<file path="config.mk">
export PLATFORM = sky130hd
export DESIGN_NAME = stoppable_fifo_server
export DESIGN_NICKNAME = d
export VERILOG_FILES = /design/src/sfs_pkg.sv /design/src/sfs_cell.sv /design/src/sfs_ctrl.sv /design/src/stoppable_fifo_server.sv
export VERILOG_INCLUDE_DIRS = /design/src /design/src/src
export SDC_FILE = /design/constraint.sdc
export NUM_CORES = 1
export LEC_CHECK = 0
export BUFFER_PORTS_ARGS = -buffer_cell sky130_fd_sc_hd__buf_2
export CORE_MARGIN = 2
export CORE_UTILIZATION = 55
export CTS_BUF_LIST = sky130_fd_sc_hd__clkbuf_16
export DETAILED_ROUTE_END_ITERATION = 10
export GPL_TIMING_DRIVEN = 0
export PLACE_DENSITY = 0.74
export SETUP_SLACK_MARGIN = 0.1
export SLEW_MARGIN = 10
export SYNTH_ARGS = -nofsm -noshare
export SYNTH_HDL_FRONTEND = slang
export SYNTH_SLANG_ARGS = --single-unit
</file>
<file path="constraint.sdc">
create_clock -name clk -period 3.5 [get_ports clk]
set_input_delay 0.175 -clock clk [delete_from_list [all_inputs] [get_ports clk]]
set_output_delay 0.175 -clock clk [all_outputs]
set_load 0.1 [all_outputs]
</file>
<file path="src/stoppable_fifo_server_macros.svh">
// assertion macros for the stoppable fifo server
`ifndef STOPPABLE_FIFO_SERVER_MACROS_SVH
`define STOPPABLE_FIFO_SERVER_MACROS_SVH

`ifndef SYNTHESIS
// same-cycle implication
`define SFS_ASSERT_NOW(label, clk, rst_n, ante, cons) \
    label: assert property (@(posedge clk) disable iff (!rst_n) (ante) |-> (cons)) \
        else $error("assertion failed");
// next-cycle implication
`define SFS_ASSERT_NEXT(label, clk, rst_n, ante, cons) \
    label: assert property (@(posedge clk) disable iff (!rst_n) (ante) |=> (cons)) \
        else $error("assertion failed");
`else
`define SFS_ASSERT_NOW(label, clk, rst_n, ante, cons)
`define SFS_ASSERT_NEXT(label, clk, rst_n, ante, cons)
`endif

`endif

</file>
<file path="src/sfs_pkg.sv">
package sfs_pkg;

    // queue geometry
    localparam int DEPTH   = 16;
    localparam int DATA_W  = 32;
    localparam int TIMER_W = 16;
    localparam int COUNT_W = $clog2(DEPTH + 1);
    localparam int SLOT_W  = $clog2(DEPTH);

    // operation codes
    typedef enum logic [1:0]
    {
        OP_TICK   = 2'd0,
        OP_PUSH   = 2'd1,
        OP_STOP   = 2'd2,
        OP_RESUME = 2'd3
    } op_t;

    // controls of one storage cell
    typedef struct packed
    {
        logic shift;
        logic load;
    } cell_ctl_t;

    // controls from the controller to the cell chain
    typedef struct packed
    {
        logic              pop;
        logic              push;
        logic [SLOT_W-1:0] slot;
    } chain_ctl_t;

endpackage

</file>
<file path="src/sfs_cell.sv">
module sfs_cell
    import sfs_pkg::*;
(
    input  logic              clk,
    input  cell_ctl_t         ctl,
    input  logic [DATA_W-1:0] load_data,
    input  logic [DATA_W-1:0] next_data,
    output logic [DATA_W-1:0] data
);

    logic [DATA_W-1:0] data_reg;
    logic [DATA_W-1:0] data_next;

    // take the neighbor's item on a pop, a new item on a push
    always_comb
    begin
        data_next = data_reg;
        if (ctl.shift)
        begin
            data_next = next_data;
        end
        else if (ctl.load)
        begin
            data_next = load_data;
        end
    end

    always_ff @(posedge clk)
    begin
        data_reg <= data_next;
    end

    assign data = data_reg;

endmodule

</file>
<file path="src/sfs_ctrl.sv">
module sfs_ctrl
    import sfs_pkg::*;
(
    input  logic               clk,
    input  logic               rst_n,
    input  logic               accept,
    input  logic [1:0]         opcode,
    input  logic [DATA_W-1:0]  head_data,
    input  logic               cfg_wr_en,
    input  logic [TIMER_W-1:0] cfg_wr_data,
    output chain_ctl_t         chain,
    output logic               done,
    output logic               departed,
    output logic [DATA_W-1:0]  departed_value,
    output logic               is_stopped,
    output logic [COUNT_W-1:0] occupancy,
    output logic               push_dropped
);

    logic [COUNT_W-1:0] count_reg, count_next;
    logic               paused_reg, paused_next;
    logic [TIMER_W-1:0] countdown_reg, countdown_next;
    logic               active_reg, active_next;
    logic [TIMER_W-1:0] prep_reg;
    logic               done_reg;
    logic               departed_reg, departed_next;
    logic [DATA_W-1:0]  dep_value_reg, dep_value_next;
    logic               dropped_reg, dropped_next;
    logic [TIMER_W-1:0] load_value;
    op_t                op;

    assign op         = op_t'(opcode);
    assign load_value = (prep_reg == '0) ? TIMER_W'(1) : prep_reg;

    // step of the queue and timer for one accepted item
    always_comb
    begin
        count_next     = count_reg;
        paused_next    = paused_reg;
        countdown_next = countdown_reg;
        active_next    = active_reg;
        departed_next  = 1'b0;
        dep_value_next = '0;
        dropped_next   = 1'b0;
        chain.pop      = 1'b0;
        chain.push     = 1'b0;
        chain.slot     = count_reg[SLOT_W-1:0];
        if (accept)
        begin
            case (op)
                OP_TICK:
                begin
                    if (!paused_reg && active_reg)
                    begin
                        if (countdown_reg > TIMER_W'(1))
                        begin
                            countdown_next = countdown_reg - TIMER_W'(1);
                        end
                        else if (count_reg != '0)
                        begin
                            departed_next  = 1'b1;
                            dep_value_next = head_data;
                            chain.pop      = 1'b1;
                            count_next     = count_reg - COUNT_W'(1);
                            if (count_reg > COUNT_W'(1))
                            begin
                                countdown_next = load_value;
                            end
                            else
                            begin
                                countdown_next = '0;
                                active_next    = 1'b0;
                            end
                        end
                        else
                        begin
                            countdown_next = '0;
                            active_next    = 1'b0;
                        end
                    end
                end
                OP_PUSH:
                begin
                    if (count_reg >= COUNT_W'(DEPTH))
                    begin
                        dropped_next = 1'b1;
                    end
                    else
                    begin
                        chain.push = 1'b1;
                        count_next = count_reg + COUNT_W'(1);
                        if (count_reg == '0 && !paused_reg)
                        begin
                            countdown_next = load_value;
                            active_next    = 1'b1;
                        end
                    end
                end
                OP_STOP:
                begin
                    paused_next = 1'b1;
                end
                OP_RESUME:
                begin
                    paused_next = 1'b0;
                    if (!active_reg && count_reg != '0)
                    begin
                        countdown_next = load_value;
                        active_next    = 1'b1;
                    end
                end
                default:
                begin
                    paused_next = paused_reg;
                end
            endcase
        end
    end

    // control state
    always_ff @(posedge clk or negedge rst_n)
    begin
        if (!rst_n)
        begin
            count_reg     <= '0;
            paused_reg    <= 1'b0;
            countdown_reg <= '0;
            active_reg    <= 1'b0;
            prep_reg      <= TIMER_W'(1);
            done_reg      <= 1'b0;
            departed_reg  <= 1'b0;
            dropped_reg   <= 1'b0;
        end
        else
        begin
            count_reg     <= count_next;
            paused_reg    <= paused_next;
            countdown_reg <= countdown_next;
            active_reg    <= active_next;
            done_reg      <= accept;
            departed_reg  <= departed_next;
            dropped_reg   <= dropped_next;
            if (cfg_wr_en)
            begin
                prep_reg <= cfg_wr_data;
            end
        end
    end

    // departed value register
    always_ff @(posedge clk)
    begin
        dep_value_reg <= dep_value_next;
    end

    assign done           = done_reg;
    assign departed       = departed_reg;
    assign departed_value = dep_value_reg;
    assign is_stopped     = paused_reg;
    assign occupancy      = count_reg;
    assign push_dropped   = dropped_reg;

endmodule

</file>
<file path="src/stoppable_fifo_server.sv">
// channel   | transfer when      | signals
// ----------+--------------------+-----------------------------------------------
// command   | start && !busy     | opcode, item_value
// result    | done               | departed, departed_value, is_stopped,
//           |                    | occupancy, push_dropped
// config    | cfg_wr_en          | cfg_wr_data (preparation ticks)
//
// one command per cycle; busy stays low, the queue and timer settle in one step
// each result appears in the cycle after its command, for one cycle, on done
// the item chain shifts every cell toward the head in the same cycle as a pop
// reset clears count, timer and stop state; the item cells are not cleared
// the receiver cannot stall, results are never held
`include "stoppable_fifo_server_macros.svh"

module stoppable_fifo_server
    import sfs_pkg::*;
(
    input  logic               clk,
    input  logic               rst_n,
    input  logic               start,
    output logic               busy,
    input  logic [1:0]         opcode,
    input  logic [DATA_W-1:0]  item_value,
    input  logic               cfg_wr_en,
    input  logic [TIMER_W-1:0] cfg_wr_data,
    output logic               done,
    output logic               departed,
    output logic [DATA_W-1:0]  departed_value,
    output logic               is_stopped,
    output logic [COUNT_W-1:0] occupancy,
    output logic               push_dropped
);

    logic              accept;
    chain_ctl_t        chain;
    logic [DATA_W-1:0] cell_data [DEPTH];

    assign busy   = 1'b0;
    assign accept = start && !busy;

    // queue and timer control
    sfs_ctrl u_ctrl
    (
        .clk            (clk),
        .rst_n          (rst_n),
        .accept         (accept),
        .opcode         (opcode),
        .head_data      (cell_data[0]),
        .cfg_wr_en      (cfg_wr_en),
        .cfg_wr_data    (cfg_wr_data),
        .chain          (chain),
        .done           (done),
        .departed       (departed),
        .departed_value (departed_value),
        .is_stopped     (is_stopped),
        .occupancy      (occupancy),
        .push_dropped   (push_dropped)
    );

    // chain of item cells, cell zero holds the head
    for (genvar i = 0; i < DEPTH; i++)
    begin : g_cell
        cell_ctl_t         ctl;
        logic [DATA_W-1:0] next_data;

        assign ctl.shift = chain.pop;
        assign ctl.load  = chain.push && (chain.slot == SLOT_W'(i));

        if (i == DEPTH - 1)
        begin : g_last
            assign next_data = '0;
        end
        else
        begin : g_mid
            assign next_data = cell_data[i + 1];
        end

        sfs_cell u_cell
        (
            .clk       (clk),
            .ctl       (ctl),
            .load_data (item_value),
            .next_data (next_data),
            .data      (cell_data[i])
        );
    end

    // checks
    `SFS_ASSERT_NEXT(a_push_full_drops, clk, rst_n,
        accept && opcode == OP_PUSH && occupancy == COUNT_W'(DEPTH),
        done && push_dropped && occupancy == COUNT_W'(DEPTH))
    `SFS_ASSERT_NEXT(a_stop_holds, clk, rst_n,
        accept && opcode == OP_STOP, done && is_stopped && !departed)
    `SFS_ASSERT_NOW(a_depart_pops, clk, rst_n,
        departed, done && occupancy + COUNT_W'(1) == $past(occupancy))
    `SFS_ASSERT_NOW(a_result_only_on_done, clk, rst_n,
        departed || push_dropped, done && !(departed && push_dropped))

endmodule

</file>
==> run summary <==
met2 is the most crowded layer. For this run, the number of Yosys warnings is 0. The cell occurring most often along the worst timing path was buf_6. The via count of the first global-routing pass came out at 15.2k. The root cell of the clock tree was clkbuf_16. The internal power of the cells totals 11.9 mW. For hold timing, the worst endpoint is u_ctrl.prep_reg[3]. For the global-route wire length before repair, the log shows 81,300 um. In the finished design, the share of the clock period the worst path needs comes to 95.7%. The kind of path behind the tightest hold check is input port to flop. The element type at the critical path start was a flop.

From bottom edge to top edge, the die measures 212 um. The post-synthesis to final-layout area growth came out at 16.7%. The number of buffers on the longest clock path is 3, and the clock tree skew after final layout is 0.0290 ns. Across the run, the number of max-cap violations was 0. Counting every sink on the clock net gives 586. For this run, the top clock speed supported by timing is 0.299 GHz. The most area-hungry cell type in the Yosys netlist was edfxtp_1. The net count of the finished layout is 2,329. Of the post-synthesis cell area, the dominant cell type holds 60.5%. The worst-case IR drop observed on VDD is 382 uV. The number of enable-type register cells in the synthesized netlist works out to 480. The tools report the start point of the worst hold path as cfg_wr_en. Setup repair after global routing left no endpoint under its margin.

After layout, the minimum clock period comes to 3.35 ns. The share of total power dissipated in sequential elements is 50.9%. The worst setup path is captured at a flop. The number of nets in the synthesized netlist is 2,115. For this run, asynchronously set or reset flops after synthesis account for 7.17%.

TritonCTS built the clock tree. The standard cell with the maximum stage delay on the critical path was or4_4. The first detailed-routing pass ran for 6 iterations.

After floorplanning, the core was divided into 76 placement rows. The logs give 0.0395 ns for the minimum hold slack and 0 for the number of antenna violations at the first check in global routing. After synthesis, the cell types taking the most area are edfxtp_1 61%, nand2_1 16%, dfxtp_1 5.4%. Critical path required time: 3.80 ns. After filler insertion, the fill cell instance count of the layout stands at 3,134. The horizontal extent of the die is 212 um, and the clock latency on the worst-skew pair is 0.62 ns. In this run, the clock network consumes 38.8% of the power.

The critical path is of the flop to flop type. The cell area power density was 571 nW/um2; the fraction of final layout cells sized beyond drive strength 1 was 15.3%. Of all nets on the critical path, the largest fanout is 16. The average instance in the mapped netlist occupies 11.6 um2. After clock tree synthesis, the clock-pin slew on the worst setup and hold paths is 0.06 ns. Clock tree synthesis inserted a total of 59 buffers.

The tools report the worst reg2reg path endpoint as g_cell[9].u_cell.data[22]. The pin count of the biggest net entering global routing was 43; the number of cells on the worst reg-to-reg path was 7. The logs give 2,054 for the synthesized netlist cell count and 23,800 um2 for the cell area after synthesis. In this run, placement finished with an instance count of 2,733. The initial core utilization came out at 55.5%.

In the routed design, unresolved DRC markers number 0. The logs give 37.1% for the worst slew margin relative to its limit and 53,200 um for the wire length reported by the detailed router. The worst register-to-register path has a setup slack of 0.15 ns. The worst path arrival time came out at 3.65 ns.

Walking the worst path, the cells encountered are or4_4 > or4_4 > or4_1 > buf_6 > buf_6 > buf_6 > nand2_4. In this run the critical register-to-register path is launched from u_ctrl.countdown_reg[14]. The wire-length estimate of the detail-placed layout is 34,700 um. The total area inside the core boundary comes to 42,900 um2.

Dividing the detail-routed via count by the number of cells gives 5.32. The level count of the clock H-tree is 2. The leftover overflow at the end of global routing was 0; the proportion of synthesized chip area in sequential cells was 70.3%.

The congestion estimate from routability-driven global placement came to 0.835. Global routing used 38.5% of the available met2 tracks. The post-detailed-route wirelength per cell came out at 18.3 um. The share of total power dissipated in combinational logic is 10.4%. After synthesis the netlist holds a flip-flop and latch count of 586. The run gives 2,905 as the final standard cell count with taps included and fillers excluded. Buffers placed on the I/O ports in this run total 93.

The tools report the net switching power figure as 3.94 mW. For this run, the slowest stage of the critical path takes 0.59 ns. For the post-route antenna net violation count, the log shows 0. The total count of hold-check failures in the final report came out at 0. The number of setup violations in the final report was 0. The count of boundary I/O pins was 96; the switching share of power was 24.8%. The first routing iteration left 1,427 violations. Number of slew-limit violations in the final report: 0. Detailed routing inserted a total of 15.4k vias.

For the met1 track demand over resource, the log shows 32.3%. The run finished with clean final reports. The floorplan step defined a die boundary enclosing 45,000 um2. In this run the static leakage power is 10.7 nW. The number of unique standard cell types used by synthesis was 67. In the global route stage, met3 resource usage came out at 3.50%. Dominant synthesized flop cell: edfxtp_1. The worst hold path passes through 2 cells. For the pin with the worst max-slew slack, the measured transition is 0.944 ns.

The number of flip-flops under the largest register name is 512, and the total track usage is 23.3%.
==> how the worst max path moves through the flow <==
stage	startpoint	endpoint	slack (ns)	cells past startpoint
finish	u_ctrl.countdown_reg[14]	g_cell[9].u_cell.data[22]	0.15	7
detailed placement	u_ctrl.countdown_reg[14]	g_cell[3].u_cell.data[16]	-0.73	6
CTS	u_ctrl.countdown_reg[14]	g_cell[10].u_cell.data[2]	-0.02	7
global placement	u_ctrl.countdown_reg[14]	g_cell[13].u_cell.data[16]	-0.87	6
global route	u_ctrl.countdown_reg[11]	g_cell[2].u_cell.data[1]	0.10	7
floorplan	u_ctrl.occupancy[2]	g_cell[0].u_cell.data[0]	0.17	7
==> cell families (layout without fill, tap and decap cells) <==
kind of cell	count (synthesis)	after routing	synth area share [%]
AO/OA/AOI/OAI	96	96	2.54
XOR/XNOR	5	5	0.184
adder cells (fa/ha/maj)	7	7	0.368
buffers and inverters	130	389	3.74
flip-flops	586	586	70.3
multiplexers	19	19	0.893
other	1	2	0.0157
AND/OR/NAND/NOR	1210	1216	21.9
==> metal layers <==
layer  part of all wire, %  vias up
met5                     0        -
met4                   2.7        0
met3                   7.1       90
met2                    49      590
met1                    42     7423
li1                      -     7341
==> cell usage in the layout (no fill, tap or decap), types with 3 or more instances in the layout <==
cell type and count:
clkinv_1 16, dlygate4sd3_1 50, nor4_1 5, nor2_1 14, o31ai_1 4, nand2_1 1025, and2_1 33, a31oi_1 3
dfxtp_1 64, buf_12 4, o2bb2ai_1 5, buf_6 9, clkbuf_16 60, clkinv_2 7, clkbuf_1 24, a21oi_1 38
nor3b_1 4, inv_1 25, buf_2 156, buf_4 3, and3_1 3, nor3_1 15, or3_1 3, bufinv_16 6
dfrtp_1 39, mux2_2 18, o21ai_0 18, nand3_1 44, edfxtp_1 480, clkbuf_2 3, ha_1 7, buf_8 20
nand2_8 31, or4_1 5, xnor2_1 3, nand2_4 14
==> per-stage QoR <==
step / cell area, um2 / setup WS [ns] / power, mW / util [%] / TNS (ns)
2_1_floorplan: 23800 / 0.175 / 9.28 / - / 0
3_3_place_gp: 25000 / -0.868 / 9.67 / 58.4 / -147.17
3_5_place_dp: 25100 / -0.729 / 9.75 / 58.5 / -101.64
4_1_cts: 27600 / -0.0234 / 15.9 / 64.4 / -0.676
5_1_grt: 27800 / 0.104 / 16.4 / 64.8 / 0
6_report: 27800 / 0.151 / 15.9 / 64.8 / 0
==> worst max-delay path, delay by kind of cell (launching register included) <==
family                 cells  cell delay [ns]
buffers and inverters      3             0.65
and+or+nand+nor            4             1.96
DFF                        1             0.39
==> timing repair <==
action / 4_1_cts / 5_1_grt
pin swaps: 0 / 6
hold endpoints to repair: 212 / 0
cloned: 0 / 6
setup endpoints to repair: 488 / 446
setup buffers: 3 / 0
hold buffers: 50 / 0
resized for setup: 17 / 22
==> layout make-up <==
class	count	area (um2)	share of cell area (%)
clock buffers	60	1500	5.40
diodes	1	2.50	0.00900
plain buffers	122	870	3.13
well taps	585	732	2.63
flip-flops and latches	586	16700	60.3
repair buffers	147	1020	3.67
inverters	8	30.0	0.108
multi-input cells	1344	6490	23.4
clock inverters	52	399	1.44
==> synth_stat cells (all sizes together) (3+ instances only) <==
master   instances
or4              7
dfrtp           41
and2            33
dfxtp           64
nor4             8
ha               7
o31ai            4
a21oi           39
o2bb2ai          5
mux2            18
nand2         1064
or3              3
edfxtp         480
inv              8
nand3           44
nor2            14
a31oi            3
and3             3
buf             95
o21ai           19
nor3            16
xnor2            3
clkbuf          27
nor3b            4
==> power by group through the flow <==
stage          registers (mW)  clock network (mW)  logic (mW)
2_1_floorplan            8.37                   0       0.903
3_3_place_gp             8.20                   0        1.47
3_5_place_dp             8.21                   0        1.54
4_1_cts                  8.07                6.21        1.60
5_1_grt                  8.11                6.47        1.79
6_report                 8.08                6.16        1.64
Power figures use the tool's default switching activity.
